$ cat src/ktst_pkg.sv
// Shared constants for the keyed timer slot table.
package ktst_pkg;

  localparam int unsigned SLOT_COUNT_DEF = 24;
  localparam int unsigned KEY_BITS_DEF   = 8;
  localparam int unsigned KEY_W          = 8;
  localparam int unsigned TIME_W         = 32;

  localparam logic [1:0] FUNC_START  = 2'd0;
  localparam logic [1:0] FUNC_CANCEL = 2'd1;
  localparam logic [1:0] FUNC_QUERY  = 2'd2;
  localparam logic [1:0] FUNC_TICK   = 2'd3;

  localparam logic [2:0] KIND_STARTED = 3'd0;
  localparam logic [2:0] KIND_FULL    = 3'd1;
  localparam logic [2:0] KIND_CANCEL  = 3'd2;
  localparam logic [2:0] KIND_QUERY   = 3'd3;
  localparam logic [2:0] KIND_EXPIRED = 3'd4;

endpackage

$ cat src/ktst_if.sv
// Request and result channel interfaces of the keyed timer slot table.
interface ktst_in_if;
  logic                          valid;
  logic                          ready;
  logic [1:0]                    func;
  logic [ktst_pkg::KEY_W-1:0]    key;
  logic [ktst_pkg::TIME_W-1:0]   duration_ms;
  logic [ktst_pkg::TIME_W-1:0]   tag;
  modport source (output valid, func, key, duration_ms, tag, input ready);
  modport sink (input valid, func, key, duration_ms, tag, output ready);
endinterface

interface ktst_out_if;
  logic                          valid;
  logic                          ready;
  logic [2:0]                    kind;
  logic                          found;
  logic [ktst_pkg::KEY_W-1:0]    out_key;
  logic [ktst_pkg::TIME_W-1:0]   out_tag;
  logic                          last;
  modport source (output valid, kind, found, out_key, out_tag, last, input ready);
  modport sink (input valid, kind, found, out_key, out_tag, last, output ready);
endinterface

$ cat src/ktst_cell.sv
// One timer slot of the rotating slot chain.
module ktst_cell #(
  parameter int unsigned KEY_BITS = ktst_pkg::KEY_BITS_DEF
) (
  input  logic                        clk_i,
  input  logic                        rst_ni,
  input  logic                        shift_i,
  input  logic                        valid_i,
  input  logic [KEY_BITS-1:0]         key_i,
  input  logic [ktst_pkg::TIME_W-1:0] start_i,
  input  logic [ktst_pkg::TIME_W-1:0] dur_i,
  input  logic [ktst_pkg::TIME_W-1:0] tag_i,
  output logic                        valid_o,
  output logic [KEY_BITS-1:0]         key_o,
  output logic [ktst_pkg::TIME_W-1:0] start_o,
  output logic [ktst_pkg::TIME_W-1:0] dur_o,
  output logic [ktst_pkg::TIME_W-1:0] tag_o
);

  logic                        valid_q;
  logic [KEY_BITS-1:0]         key_q;
  logic [ktst_pkg::TIME_W-1:0] start_q, dur_q, tag_q;

  always_ff @(posedge clk_i or negedge rst_ni) begin
    if (!rst_ni) begin
      valid_q <= 1'b0;
    end else if (shift_i) begin
      valid_q <= valid_i;
    end
  end

  always_ff @(posedge clk_i) begin
    if (shift_i) begin
      key_q   <= key_i;
      start_q <= start_i;
      dur_q   <= dur_i;
      tag_q   <= tag_i;
    end
  end

  assign valid_o = valid_q;
  assign key_o   = key_q;
  assign start_o = start_q;
  assign dur_o   = dur_q;
  assign tag_o   = tag_q;

endmodule

$ cat src/keyed_timer_slot_table_unit.sv
// Top level of the keyed timer slot table: slot chain and scan controller.
//
// Requests arrive on in_i (func, key, duration_ms, tag) and results leave on
// out_o (kind, found, out_key, out_tag, last). Start, cancel and query each
// give one result with last set; a millisecond tick gives one expired result
// per timer that ran out, in slot order, the final one with last set, or
// none at all.
// The slots sit in a ring of cells that rotates by one position per cycle;
// the controller looks at the head cell, updates it and feeds it back into
// the tail, so one request passes every one of the SLOT_COUNT slots through
// the head once and then finishes with a closing step that emits its last result, if any.
// One request is in work at a time; in_i.ready is high while idle.
// Results are held in an output register. If the receiver stalls, the ring
// stops rotating whenever a result has to be emitted and the register is
// still full, and resumes when the result is taken.
// Reset clears all slot valid marks and the millisecond counter to zero.
module keyed_timer_slot_table_unit #(
  parameter int unsigned SLOT_COUNT = ktst_pkg::SLOT_COUNT_DEF,
  parameter int unsigned KEY_BITS   = ktst_pkg::KEY_BITS_DEF
) (
  input logic       clk_i,
  input logic       rst_ni,
  ktst_in_if.sink   in_i,
  ktst_out_if.source out_o
);

  localparam int unsigned CW = $clog2(SLOT_COUNT + 1);
  localparam int unsigned WK = (KEY_BITS > ktst_pkg::KEY_W) ? KEY_BITS : ktst_pkg::KEY_W;
  localparam int unsigned TW = ktst_pkg::TIME_W;

  // Ring of cells; index 0 is the head.
  logic                c_valid [SLOT_COUNT];
  logic [KEY_BITS-1:0] c_key   [SLOT_COUNT];
  logic [TW-1:0]       c_start [SLOT_COUNT];
  logic [TW-1:0]       c_dur   [SLOT_COUNT];
  logic [TW-1:0]       c_tag   [SLOT_COUNT];

  logic                n_valid [SLOT_COUNT];
  logic [KEY_BITS-1:0] n_key   [SLOT_COUNT];
  logic [TW-1:0]       n_start [SLOT_COUNT];
  logic [TW-1:0]       n_dur   [SLOT_COUNT];
  logic [TW-1:0]       n_tag   [SLOT_COUNT];

  logic                m_valid;
  logic [KEY_BITS-1:0] m_key;
  logic [TW-1:0]       m_start, m_dur, m_tag;
  logic                shift;

  for (genvar j = 0; j < SLOT_COUNT; j++) begin : g_cell
    if (j == SLOT_COUNT - 1) begin : g_tail
      assign n_valid[j] = m_valid;
      assign n_key[j]   = m_key;
      assign n_start[j] = m_start;
      assign n_dur[j]   = m_dur;
      assign n_tag[j]   = m_tag;
    end else begin : g_mid
      assign n_valid[j] = c_valid[j+1];
      assign n_key[j]   = c_key[j+1];
      assign n_start[j] = c_start[j+1];
      assign n_dur[j]   = c_dur[j+1];
      assign n_tag[j]   = c_tag[j+1];
    end
    ktst_cell #(.KEY_BITS(KEY_BITS)) u_cell (
      .clk_i   (clk_i),
      .rst_ni  (rst_ni),
      .shift_i (shift),
      .valid_i (n_valid[j]),
      .key_i   (n_key[j]),
      .start_i (n_start[j]),
      .dur_i   (n_dur[j]),
      .tag_i   (n_tag[j]),
      .valid_o (c_valid[j]),
      .key_o   (c_key[j]),
      .start_o (c_start[j]),
      .dur_o   (c_dur[j]),
      .tag_o   (c_tag[j])
    );
  end

  // Controller state.
  logic                busy_q, busy_d;
  logic [CW-1:0]       cnt_q, cnt_d;
  logic [1:0]          func_q;
  logic [KEY_BITS-1:0] key_q;
  logic [TW-1:0]       dur_q, tag_q;
  logic                hit_q, hit_d;
  logic                pend_q, pend_d;
  logic [KEY_BITS-1:0] pkey_q, pkey_d;
  logic [TW-1:0]       ptag_q, ptag_d;
  logic [TW-1:0]       now_q;

  logic                ov_q, ov_d;
  logic [2:0]          okind_q, okind_d;
  logic                ofound_q, ofound_d;
  logic [KEY_BITS-1:0] okey_q, okey_d;
  logic [TW-1:0]       otag_q, otag_d;
  logic                olast_q, olast_d;

  logic                accept, can_load, key_match;
  logic [WK-1:0]       in_key_w, out_key_w;
  logic [TW-1:0]       elapsed;

  assign accept   = in_i.valid && in_i.ready;
  assign can_load = !ov_q || out_o.ready;
  assign in_key_w = WK'(in_i.key);
  assign key_match = c_key[0] == key_q;
  assign elapsed   = now_q - c_start[0];

  always_comb begin
    busy_d  = busy_q;
    cnt_d   = cnt_q;
    hit_d   = hit_q;
    pend_d  = pend_q;
    pkey_d  = pkey_q;
    ptag_d  = ptag_q;
    ov_d    = ov_q && !out_o.ready;
    okind_d = okind_q;
    ofound_d = ofound_q;
    okey_d  = okey_q;
    otag_d  = otag_q;
    olast_d = olast_q;
    m_valid = c_valid[0];
    m_key   = c_key[0];
    m_start = c_start[0];
    m_dur   = c_dur[0];
    m_tag   = c_tag[0];
    shift   = 1'b0;
    if (busy_q && (cnt_q < CW'(SLOT_COUNT))) begin
      shift = 1'b1;
      unique case (func_q)
        ktst_pkg::FUNC_START: begin
          if (!hit_q && (!c_valid[0] || key_match)) begin
            m_valid = 1'b1;
            m_key   = key_q;
            m_start = now_q;
            m_dur   = dur_q;
            m_tag   = tag_q;
            hit_d   = 1'b1;
          end else if (hit_q && c_valid[0] && key_match) begin
            m_valid = 1'b0;
          end
        end
        ktst_pkg::FUNC_CANCEL: begin
          if (!hit_q && c_valid[0] && key_match) begin
            m_valid = 1'b0;
            hit_d   = 1'b1;
          end
        end
        ktst_pkg::FUNC_QUERY: begin
          if (c_valid[0] && key_match) hit_d = 1'b1;
        end
        default: begin
          if (c_valid[0] && (elapsed >= c_dur[0])) begin
            // A second expiry pushes the held one out, which needs the register.
            if (pend_q && !can_load) begin
              shift = 1'b0;
            end else begin
              m_valid = 1'b0;
              if (pend_q) begin
                ov_d     = 1'b1;
                okind_d  = ktst_pkg::KIND_EXPIRED;
                ofound_d = 1'b0;
                okey_d   = pkey_q;
                otag_d   = ptag_q;
                olast_d  = 1'b0;
              end
              pend_d = 1'b1;
              pkey_d = c_key[0];
              ptag_d = c_tag[0];
            end
          end
        end
      endcase
      if (shift) cnt_d = cnt_q + 1'b1;
    end else if (busy_q) begin
      if (func_q == ktst_pkg::FUNC_TICK && !pend_q) begin
        busy_d = 1'b0;
      end else if (can_load) begin
        busy_d   = 1'b0;
        ov_d     = 1'b1;
        okey_d   = key_q;
        otag_d   = '0;
        olast_d  = 1'b1;
        ofound_d = 1'b0;
        unique case (func_q)
          ktst_pkg::FUNC_START:  okind_d = hit_q ? ktst_pkg::KIND_STARTED : ktst_pkg::KIND_FULL;
          ktst_pkg::FUNC_CANCEL: begin
            okind_d  = ktst_pkg::KIND_CANCEL;
            ofound_d = hit_q;
          end
          ktst_pkg::FUNC_QUERY: begin
            okind_d  = ktst_pkg::KIND_QUERY;
            ofound_d = hit_q;
          end
          default: begin
            okind_d = ktst_pkg::KIND_EXPIRED;
            okey_d  = pkey_q;
            otag_d  = ptag_q;
            pend_d  = 1'b0;
          end
        endcase
      end
    end
    if (accept) begin
      busy_d = 1'b1;
      cnt_d  = '0;
      hit_d  = 1'b0;
      pend_d = 1'b0;
    end
  end

  always_ff @(posedge clk_i or negedge rst_ni) begin
    if (!rst_ni) begin
      busy_q <= 1'b0;
      cnt_q  <= '0;
      hit_q  <= 1'b0;
      pend_q <= 1'b0;
      ov_q   <= 1'b0;
      now_q  <= '0;
    end else begin
      busy_q <= busy_d;
      cnt_q  <= cnt_d;
      hit_q  <= hit_d;
      pend_q <= pend_d;
      ov_q   <= ov_d;
      if (accept && in_i.func == ktst_pkg::FUNC_TICK) now_q <= now_q + 1'b1;
    end
  end

  always_ff @(posedge clk_i) begin
    if (accept) begin
      func_q <= in_i.func;
      key_q  <= in_key_w[KEY_BITS-1:0];
      dur_q  <= in_i.duration_ms;
      tag_q  <= in_i.tag;
    end
    pkey_q   <= pkey_d;
    ptag_q   <= ptag_d;
    okind_q  <= okind_d;
    ofound_q <= ofound_d;
    okey_q   <= okey_d;
    otag_q   <= otag_d;
    olast_q  <= olast_d;
  end

  assign out_key_w     = WK'(okey_q);
  assign in_i.ready    = !busy_q;
  assign out_o.valid   = ov_q;
  assign out_o.kind    = okind_q;
  assign out_o.found   = ofound_q;
  assign out_o.out_key = out_key_w[ktst_pkg::KEY_W-1:0];
  assign out_o.out_tag = otag_q;
  assign out_o.last    = olast_q;

endmodule

$ cat src/flat_wrapper.sv
// flat-port wrapper written by rule: the top's interface ports become plain ports
module keyed_timer_slot_table_unit_flat 
#(
  parameter int unsigned SLOT_COUNT = ktst_pkg::SLOT_COUNT_DEF,
  parameter int unsigned KEY_BITS   = ktst_pkg::KEY_BITS_DEF
)
  (clk_i, rst_ni, in_i_valid, in_i_func, in_i_key, in_i_duration_ms, in_i_tag, in_i_ready, out_o_valid, out_o_kind, out_o_found, out_o_out_key, out_o_out_tag, out_o_last, out_o_ready);
  ktst_in_if in_i_i ();
  ktst_out_if out_o_i ();
  input logic clk_i;
  input logic rst_ni;
  input wire logic [$bits(in_i_i.valid)-1:0] in_i_valid;
  input wire logic [$bits(in_i_i.func)-1:0] in_i_func;
  input wire logic [$bits(in_i_i.key)-1:0] in_i_key;
  input wire logic [$bits(in_i_i.duration_ms)-1:0] in_i_duration_ms;
  input wire logic [$bits(in_i_i.tag)-1:0] in_i_tag;
  output wire logic [$bits(in_i_i.ready)-1:0] in_i_ready;
  output wire logic [$bits(out_o_i.valid)-1:0] out_o_valid;
  output wire logic [$bits(out_o_i.kind)-1:0] out_o_kind;
  output wire logic [$bits(out_o_i.found)-1:0] out_o_found;
  output wire logic [$bits(out_o_i.out_key)-1:0] out_o_out_key;
  output wire logic [$bits(out_o_i.out_tag)-1:0] out_o_out_tag;
  output wire logic [$bits(out_o_i.last)-1:0] out_o_last;
  input wire logic [$bits(out_o_i.ready)-1:0] out_o_ready;
  assign in_i_i.valid = in_i_valid;
  assign in_i_i.func = in_i_func;
  assign in_i_i.key = in_i_key;
  assign in_i_i.duration_ms = in_i_duration_ms;
  assign in_i_i.tag = in_i_tag;
  assign in_i_ready = in_i_i.ready;
  assign out_o_valid = out_o_i.valid;
  assign out_o_kind = out_o_i.kind;
  assign out_o_found = out_o_i.found;
  assign out_o_out_key = out_o_i.out_key;
  assign out_o_out_tag = out_o_i.out_tag;
  assign out_o_last = out_o_i.last;
  assign out_o_i.ready = out_o_ready;
  keyed_timer_slot_table_unit #(.SLOT_COUNT(SLOT_COUNT), .KEY_BITS(KEY_BITS)) u_core (.clk_i(clk_i), .rst_ni(rst_ni), .in_i(in_i_i), .out_o(out_o_i));
endmodule
$ cat config.mk
export PLATFORM = sky130hd
export DESIGN_NAME = keyed_timer_slot_table_unit_flat
export DESIGN_NICKNAME = d
export VERILOG_FILES = /design/src/ktst_pkg.sv /design/src/ktst_if.sv /design/src/ktst_cell.sv /design/src/keyed_timer_slot_table_unit.sv /design/src/flat_wrapper.sv
export SDC_FILE = /design/constraint.sdc
export NUM_CORES = 2
export LEC_CHECK = 0
export BUFFER_PORTS_ARGS = -buffer_cell sky130_fd_sc_hd__buf_4
export CAP_MARGIN = 20
export CORE_MARGIN = 5
export CORE_UTILIZATION = 50
export DETAILED_ROUTE_END_ITERATION = 6
export GPL_TIMING_DRIVEN = 0
export PLACE_DENSITY = 0.76
export SLEW_MARGIN = 20
export SYNTH_ARGS = -nofsm -noshare
export SYNTH_HDL_FRONTEND = slang
export SYNTH_SLANG_ARGS = --single-unit
$ cat constraint.sdc
create_clock -name clk_i -period 28.5 [get_ports clk_i]
set_input_delay 0 -clock clk_i [delete_from_list [all_inputs] [get_ports clk_i]]
set_output_delay 0 -clock clk_i [all_outputs]
set_load 0.01 [all_outputs]
# [Yosys cells after proc, flatten, opt, wreduce, memory -nomap -nowiden]
# Cells that the tools add are included.
[word_totals] register_bits=2720 in_bits=78 output_inout_bits=47 elab_cells=296
[classes] add_sub_neg=3 magnitude_cmp=2 n_eq_ne=19 mux=96 bitwise_logic=2 n_reduce_logical=37
[ops] op="$mux 32" n=18
[ops] op="$mux 8" n=12
[ops] op="$mux 1" n=52
[ops] op="$add 32x1->32 const B" n=1
[ops] op="$ge 32x32->1" n=1
[ops] op="$sub 32x32->32" n=1
[ops] op="$mux 3" n=8
[ops] op="$mux 5" n=3
[ops] op="$reduce_and 7->1" n=2
[ops] op="$logic_and 1x1->1" n=13
[ops] op="$ne 3x1->1 const B" n=4
[ops] op="$ne 3x2->1 const B" n=3
[ops] op="$pmux 3 s3" n=1
[ops] op="$eq 8x8->1" n=1
[ops] op="$reduce_bool 2->1" n=4
[ops] op="$logic_not 1->1" n=7
[ops] op="$eq 2x2->1 const B" n=3
[ops] op="$ne 2x1->1 const B" n=3
[ops] op="$ne 2x2->1 const B" n=3
[ops] op="$pmux 1 s3" n=2
[ops] op="$reduce_bool 3->1" n=2
[ops] op="$add 5x1->5 const B" n=1
[ops] op="$lt 5x5->1 const B" n=1
[ops] op="$ne 5x5->1 const B" n=1
[ops] op="other kinds (10)" n=12

# [Depth between registers and ports, before layout]
[logic_depth] ltp_word=11 mapped_depth=22 mapped_depth_nobuf=22

# [Modules after synthesis]
# From an unflattened synthesis, not the netlist that was laid out.
[unflattened] hier_cells=3470 area_unflattened_um2=86988.4
[modules_own_cells] module="ktst_cell" instances=24 cells_each=106 area_per_inst_um2=3163.0 seq_area_each_um2=3148.0
[modules_own_cells] module="keyed_timer_slot_table_unit" instances=1 cells_each=926 area_per_inst_um2=11075.6 seq_area_each_um2=5800.6

# [Least setup slack after synthesis]
# Ideal clock, no wire load.
[synth_path] path_type="reg-to-reg" startpoint="register u_core.now_q[2]" endpoint="register u_core.g_cell[0].u_cell.valid_q" setup_ns=0.151 arrival_ns=21.606 required_ns=28.349 setup_slack_ns=6.743 stages_incl_launch_ff=20 path_buffers=0 synth_period_minus_slack_ns=21.757 cell_sequence="dfrtp_1 > ha_1 > o21a_1 > o31ai_1 > a2111oi_2 > o21ai_1 > a31oi_1 > a2111oi_0 > o311ai_1 > o311ai_1 > ha_1 > a21o_1 > a21o_1 > a21oi_1 > nand3_1 > a21oi_1 > a211o_1 > o21ai_4 > inv_4 > mux2_2"
[synth_via] elab_chain_cells=7
[synth_rtl] item="start: declaration" line_no="keyed_timer_slot_table_unit.sv:90" rtl="logic [TW-1:0] now_q;"
[synth_rtl] item="start signal: assignment" line_no="keyed_timer_slot_table_unit.sv:226" rtl="if (accept && in_i.func == ktst_pkg::FUNC_TICK) now_q <= now_q + 1'b1;"
[synth_rtl] item="$sub 32x32->32" line_no="keyed_timer_slot_table_unit.sv:107" rtl="assign elapsed = now_q - c_start[0];"
[synth_rtl] item="$ge 32x32->1" line_no="keyed_timer_slot_table_unit.sv:153" rtl="if (c_valid[0] && (elapsed >= c_dur[0])) begin"
[synth_rtl] item="$logic_and 1x1->1" line_no="keyed_timer_slot_table_unit.sv:153"
[synth_rtl] item="$mux 1" line_no="keyed_timer_slot_table_unit.sv:153"
[synth_rtl] item="$mux 1" line_no="keyed_timer_slot_table_unit.sv:130" rtl="unique case (func_q)"
[synth_rtl] item="$mux 1 (2 in series)" line_no="keyed_timer_slot_table_unit.sv:128" rtl="if (busy_q && (cnt_q < CW'(SLOT_COUNT))) begin"
[synth_rtl] item="via u_core.g_cell[0].u_cell.shift_i" line_no="ktst_cell.sv:7" rtl="input logic shift_i,"
[synth_rtl] item="end signal: assignment" line_no="ktst_cell.sv:28" rtl="valid_q <= valid_i;"
[synth_rtl] item="end: declaration" line_no="ktst_cell.sv:20" rtl="logic valid_q;"
# The timed path passes the listed nets, and every way through them passes these cells. The select of a mux whose other input is x is not followed.
# A chain may end at the register's enable or synchronous reset.

# [Final worst setup path]
[layout_path] startpoint="register u_core.g_cell[0].u_cell.start_q, in the netlist u_core.g_cell[0].u_cell.start_o[8]" endpoint="register u_core.g_cell[0].u_cell.dur_q, in the netlist u_core.g_cell[0].u_cell.dur_o[9], enable pin"
[layout_via] elab_chain_cells=7
[layout_rtl] item="start: declaration" line_no="ktst_cell.sv:22" rtl="logic [ktst_pkg::TIME_W-1:0] start_q, dur_q, tag_q;"
[layout_rtl] item="start signal: assignment" line_no="ktst_cell.sv:35" rtl="start_q <= start_i;"
[layout_rtl] item="$sub 32x32->32" line_no="keyed_timer_slot_table_unit.sv:107"
[layout_rtl] item="$ge 32x32->1" line_no="keyed_timer_slot_table_unit.sv:153"
[layout_rtl] item="$logic_and 1x1->1" line_no="keyed_timer_slot_table_unit.sv:153"
[layout_rtl] item="$mux 1" line_no="keyed_timer_slot_table_unit.sv:153"
[layout_rtl] item="$mux 1" line_no="keyed_timer_slot_table_unit.sv:130"
[layout_rtl] item="$mux 1 (2 in series)" line_no="keyed_timer_slot_table_unit.sv:128"
[layout_rtl] item="via u_core.g_cell[0].u_cell.shift_i" line_no="ktst_cell.sv:7"
[layout_rtl] item="end signal: assignment" line_no="ktst_cell.sv:36" rtl="dur_q <= dur_i;"
[layout_rtl] item="end: declaration" line_no="ktst_cell.sv:22"
# The timed path passes the listed nets, and every way through them passes these cells. The select of a mux whose other input is x is not followed.

==> metrics.log <==
INFO  metric crit-reg2reg-capture = u_core.g_cell[0].u_cell.dur_o[9]
INFO  metric setup_total_negative_slack = 0 ps
INFO  metric violations_in_the_final_reports = DRC
INFO  metric mapped_cell_area = just under 90000 µm²
INFO  metric grt.overflow.total = 0
INFO  metric min_period_over_period = between 40% and 50%
INFO  metric worst_path_most_repeated_cell = sky130_fd_sc_hd__buf_16
INFO  metric die_w = 426.5 µm
INFO  metric synth-warning-count = 0
INFO  metric cts-resized-gates = 0
INFO  metric boundaryPins = 125
INFO  metric clk-insertion-delay-late = 850 ps
INFO  metric grt_usage = 14.41%
INFO  metric async_reset_ff_share = 2.390%
INFO  metric placement.io_buffers = between 100 and 150
INFO  metric synth-edff-count = about 2700
INFO  metric cts.root.buffer_cell = sky130_fd_sc_hd__clkbuf_16
INFO  metric critical-path-max-stage-delay = 930 ps
INFO  metric critical_path_peak_fanout = 192
INFO  metric comb_power_share = between 10% and 20%
INFO  metric number_of_sinks_on_the_clock_net = 2720
INFO  metric detail_route_antenna_nets = 0
INFO  metric fin_nets = 4142
INFO  metric timing.critical_path.to_type = register
INFO  metric share_of_synthesized_area_occupied_by_flip_flops_and_latches = between 90% and 100%
INFO  metric rrSetupSlack = 15430 ps
INFO  metric ctsHtreeMaxLevel = 4
INFO  metric core_region_area = 172100 µm²
INFO  metric synth_area_per_cell = 25.16 µm²
INFO  metric slowest_stage = sky130_fd_sc_hd__o311ai_0
INFO  metric initial_cell_density_of_the_core = 50.40%
INFO  metric min_path_type = primary input to register
INFO  metric final-hold-violation-count = 0
INFO  metric switchingPower = 3.016 mW
INFO  metric finalClockSkew = around 44 ps
INFO  metric leading_cell_types_in_the_layout_fill_and_taps_excluded = 2655 x sky130_fd_sc_hd__edfxtp_1, 240 x sky130_fd_sc_hd__clkbuf_16, 153 x sky130_fd_sc_hd__dlygate4sd3_1
INFO  metric drt_drc_violations_left = 1
INFO  metric yosys_register_bits = 2720
INFO  metric multi_input_comb_area = 5006 µm²
INFO  metric drt-pass1-iter-count = 7
INFO  metric most_used_flip_flop_cell_after_synthesis = sky130_fd_sc_hd__edfxtp_1
INFO  metric netSwitchingFraction = 24.49%
INFO  metric synthesis.nets = 3596
INFO  metric antenna_violations_before_repair = 12
INFO  metric cp_startpoint_kind = register
INFO  metric min_to = u_core.busy_q
INFO  metric power_density = 122.9 nW/µm²
INFO  metric overall_via_count_from_detail_route = 32990
INFO  metric p_clk_share = 24.9%
INFO  metric timing.setup.critical_path_class = register to register
INFO  metric rsz0062_at_grt = false
INFO  metric final_area = 100100 µm²
INFO  metric p_leak = 35.56 nW
INFO  metric worst_ir_drop_vdd = 118.6 µV
INFO  metric final_layout_size_suffix_gt1_share = 14.79%
INFO  metric timing_max_transition_violations_final = 0
INFO  metric synth_top_cells_by_area = sky130_fd_sc_hd__edfxtp_1 92%, sky130_fd_sc_hd__dfrtp_1 1.9%, sky130_fd_sc_hd__mux2_2 1.8%
INFO  metric 1st_iter_drt_viols = 2936
INFO  metric worst_r2r_startpoint = u_core.g_cell[0].u_cell.start_o[8]
INFO  metric cts-buffers-inserted = 239
INFO  metric grt_start_max_net_pins = 193
INFO  metric layout_min_cycle_time = 13070 ps
INFO  metric post_dp_cell_area = 91160 µm²
INFO  metric fmaxAchievable = 76.52 MHz
INFO  metric outcome = complete, but fails checks
INFO  metric hpwlAfterDp = roughly 67 mm
INFO  metric path_clk_slew = 60 ps
INFO  metric power.share.sequential = 65.1%
INFO  metric post_synth_num_cell_types = 60
INFO  metric worst-r2r-cell-count = 29
INFO  metric grt_first_pass_wirelength = ~200 mm
INFO  metric wire_per_inst = about 20 µm
INFO  metric fp.dieArea = 181900 µm²
INFO  metric rows = 152
INFO  metric cap_violations = 0
INFO  metric cts_setup_buffers = 0
INFO  metric hold_depth = 5
INFO  metric postCtsHoldBufs = 154
INFO  metric hp-start = out_o_ready
INFO  metric worst_slew_pin_tran = 1106 ps
INFO  metric layout-area-overhead-vs-synth = 15.45%
INFO  metric area.sequential = a little over 80000 µm²
INFO  metric first_global_vias = 33590
INFO  metric cp_data_arrival_time = 13520 ps
INFO  metric clock_path_buffers = 3
INFO  metric antenna_diode_instance_count = 0
INFO  metric final_util = 58.18%
INFO  metric yosysTopAreaCellShare = 91.91%
INFO  metric postSynthCellCount = around 3400
INFO  metric die_y = 426.5 µm
INFO  metric viasPerCell = about 5
INFO  metric layout_commonest_cell = sky130_fd_sc_hd__edfxtp_1
INFO  metric relSlewSlack = ~25%
INFO  metric gp_routability_congestion = 0.8004
INFO  metric final-setup-viol-count = 0
INFO  metric cts_tree = built
INFO  metric worst-endpoint-required = 28950 ps
INFO  metric fill_cells = 11610
INFO  metric wl = 132.2 mm
INFO  metric p_int = around 9.3 mW
INFO  metric dominant_cell_type_by_area_after_synthesis = sky130_fd_sc_hd__edfxtp_1
per-stage QoR:
stage | hold WS [ps] | setup slack (ps) | cells | total power, mW
floorplan | -295.6 | 6743 | 3447 | 9.430
global placement | 152.3 | 1100 | 5881 | 10.26
detailed placement | 174.7 | 15060 | 5908 | 9.214
CTS | 49.60 | 15040 | 6496 | 12.43
global route | 154.6 | 14370 | 6496 | 12.88
finish | 131.4 | 15430 | 6496 | 12.31
worst max path at each step:
stage | from | endpoint | cells past startpoint | slack, ps
after floorplan | u_core.now_q[2] | u_core.g_cell[0].u_cell.valid_o | 19 | 6740
after CTS | u_core.g_cell[0].u_cell.start_o[8] | u_core.g_cell[6].u_cell.dur_o[9] | 29 | 15040
final | u_core.g_cell[0].u_cell.start_o[8] | u_core.g_cell[0].u_cell.dur_o[9] | 29 | 15430
after global routing | u_core.g_cell[0].u_cell.start_o[8] | u_core.g_cell[4].u_cell.dur_o[9] | 29 | 14370
after detailed placement | u_core.g_cell[0].u_cell.start_o[8] | u_core.g_cell[0].u_cell.dur_o[5] | 29 | 15060
after global placement | u_core.g_cell[0].u_cell.start_o[9] | u_core.g_cell[23].u_cell.tag_o[15] | 18 | 1100
cells in the mapped netlist, types with 2 or more instances:
| master | count |
|---|---|
| sky130_fd_sc_hd__buf_2 | 2 |
| sky130_fd_sc_hd__nor2b_1 | 38 |
| sky130_fd_sc_hd__a31oi_1 | 8 |
| sky130_fd_sc_hd__o211ai_1 | 4 |
| sky130_fd_sc_hd__nand2_1 | 43 |
| sky130_fd_sc_hd__o21bai_1 | 4 |
| sky130_fd_sc_hd__o22a_1 | 2 |
| sky130_fd_sc_hd__xnor2_1 | 44 |
| sky130_fd_sc_hd__nor3_1 | 9 |
| sky130_fd_sc_hd__dfrtp_1 | 65 |
| sky130_fd_sc_hd__nor2_1 | 48 |
| sky130_fd_sc_hd__a21oi_1 | 42 |
| sky130_fd_sc_hd__buf_1 | 2 |
| sky130_fd_sc_hd__and2_1 | 4 |
| sky130_fd_sc_hd__o21ai_0 | 25 |
| sky130_fd_sc_hd__a211oi_1 | 6 |
| sky130_fd_sc_hd__and3_1 | 9 |
| sky130_fd_sc_hd__o21a_1 | 7 |
| sky130_fd_sc_hd__a21o_1 | 22 |
| sky130_fd_sc_hd__xor2_1 | 16 |
| sky130_fd_sc_hd__nand3_1 | 19 |
| sky130_fd_sc_hd__clkbuf_1 | 17 |
| sky130_fd_sc_hd__o31ai_1 | 3 |
| sky130_fd_sc_hd__o311ai_1 | 2 |
| sky130_fd_sc_hd__ha_1 | 70 |
| sky130_fd_sc_hd__mux2_2 | 135 |
| sky130_fd_sc_hd__inv_1 | 80 |
| sky130_fd_sc_hd__nand2b_1 | 7 |
| sky130_fd_sc_hd__edfxtp_1 | 2655 |
| sky130_fd_sc_hd__or3_1 | 2 |
| sky130_fd_sc_hd__a211o_1 | 2 |
| sky130_fd_sc_hd__a2111oi_0 | 2 |
| sky130_fd_sc_hd__nand4_1 | 19 |
| sky130_fd_sc_hd__mux2i_1 | 3 |
| sky130_fd_sc_hd__nor4_1 | 6 |
routing by layer:
metal | GRT usage (%) | share of wire, % | vias to the layer above
met5 | 0 | 0.0098 | -
met4 | 4.847 | 2.8 | 2
met3 | 2.819 | 5.2 | 266
met2 | 22.73 | 47 | 927
met1 | 20.56 | 45 | 17000
li1 | - | - | 14790
critical path: cells and delay by family (launching register included):
kind                       cells  cell delay [ps]
AOI/OAI and AO/OA             12             3890
adders and majority gates      2              750
buffers and inverters         13             6580
DFF                            1              490
and+or+nand+nor                2              260
kinds of logic (layout without fill, tap and decap cells):
kind of cell | Yosys count | after routing | share of synthesized area, %
flops | 2720 | 2720 | 93.79
simple gates | 211 | 211 | 1.236
compound gates | 144 | 144 | 1.091
mux | 138 | 138 | 1.787
buf+inv | 103 | 842 | 0.4601
fa+ha+maj | 71 | 71 | 1.033
xor+xnor | 60 | 60 | 0.6058
layout make-up:
| type | count | share of cell area, % |
|---|---|---|
| Tap cell | 2310 | 2.886 |
| Timing Repair Buffer | 305 | 3.045 |
| Buffer | 22 | 0.09371 |
| Clock buffer | 293 | 6.196 |
| Inverter | 81 | 0.3249 |
| Sequential cell | 2720 | 81.24 |
| Clock inverter | 141 | 1.217 |
| Multi-Input combinational cell | 624 | 4.999 |
state kept, by name, summed over array words and instances, names as in the netlist, 32 cells and up:
name,count
u_core.g_cell.u_cell.dur_o,768
u_core.g_cell.u_cell.start_o,768
u_core.g_cell.u_cell.tag_o,768
u_core.g_cell.u_cell.key_o,192
u_core.dur_q,32
u_core.now_q,32
u_core.out_o.out_tag,32
u_core.ptag_q,32
u_core.tag_q,32
power by group through the flow:
| stage | Combinational [mW] | Sequential, mW | Clock [mW] |
|---|---|---|---|
| 2_1_floorplan | 0.805 | 8.62 | 0 |
| 3_3_place_gp | 1.10 | 9.15 | 0 |
| 3_5_place_dp | 1.23 | 7.99 | 0 |
| 4_1_cts | 1.25 | 8.03 | 3.15 |
| 5_1_grt | 1.35 | 8.19 | 3.34 |
| 6_report | 1.23 | 8.01 | 3.07 |
No activity file was read; power rests on OpenSTA's default activity.
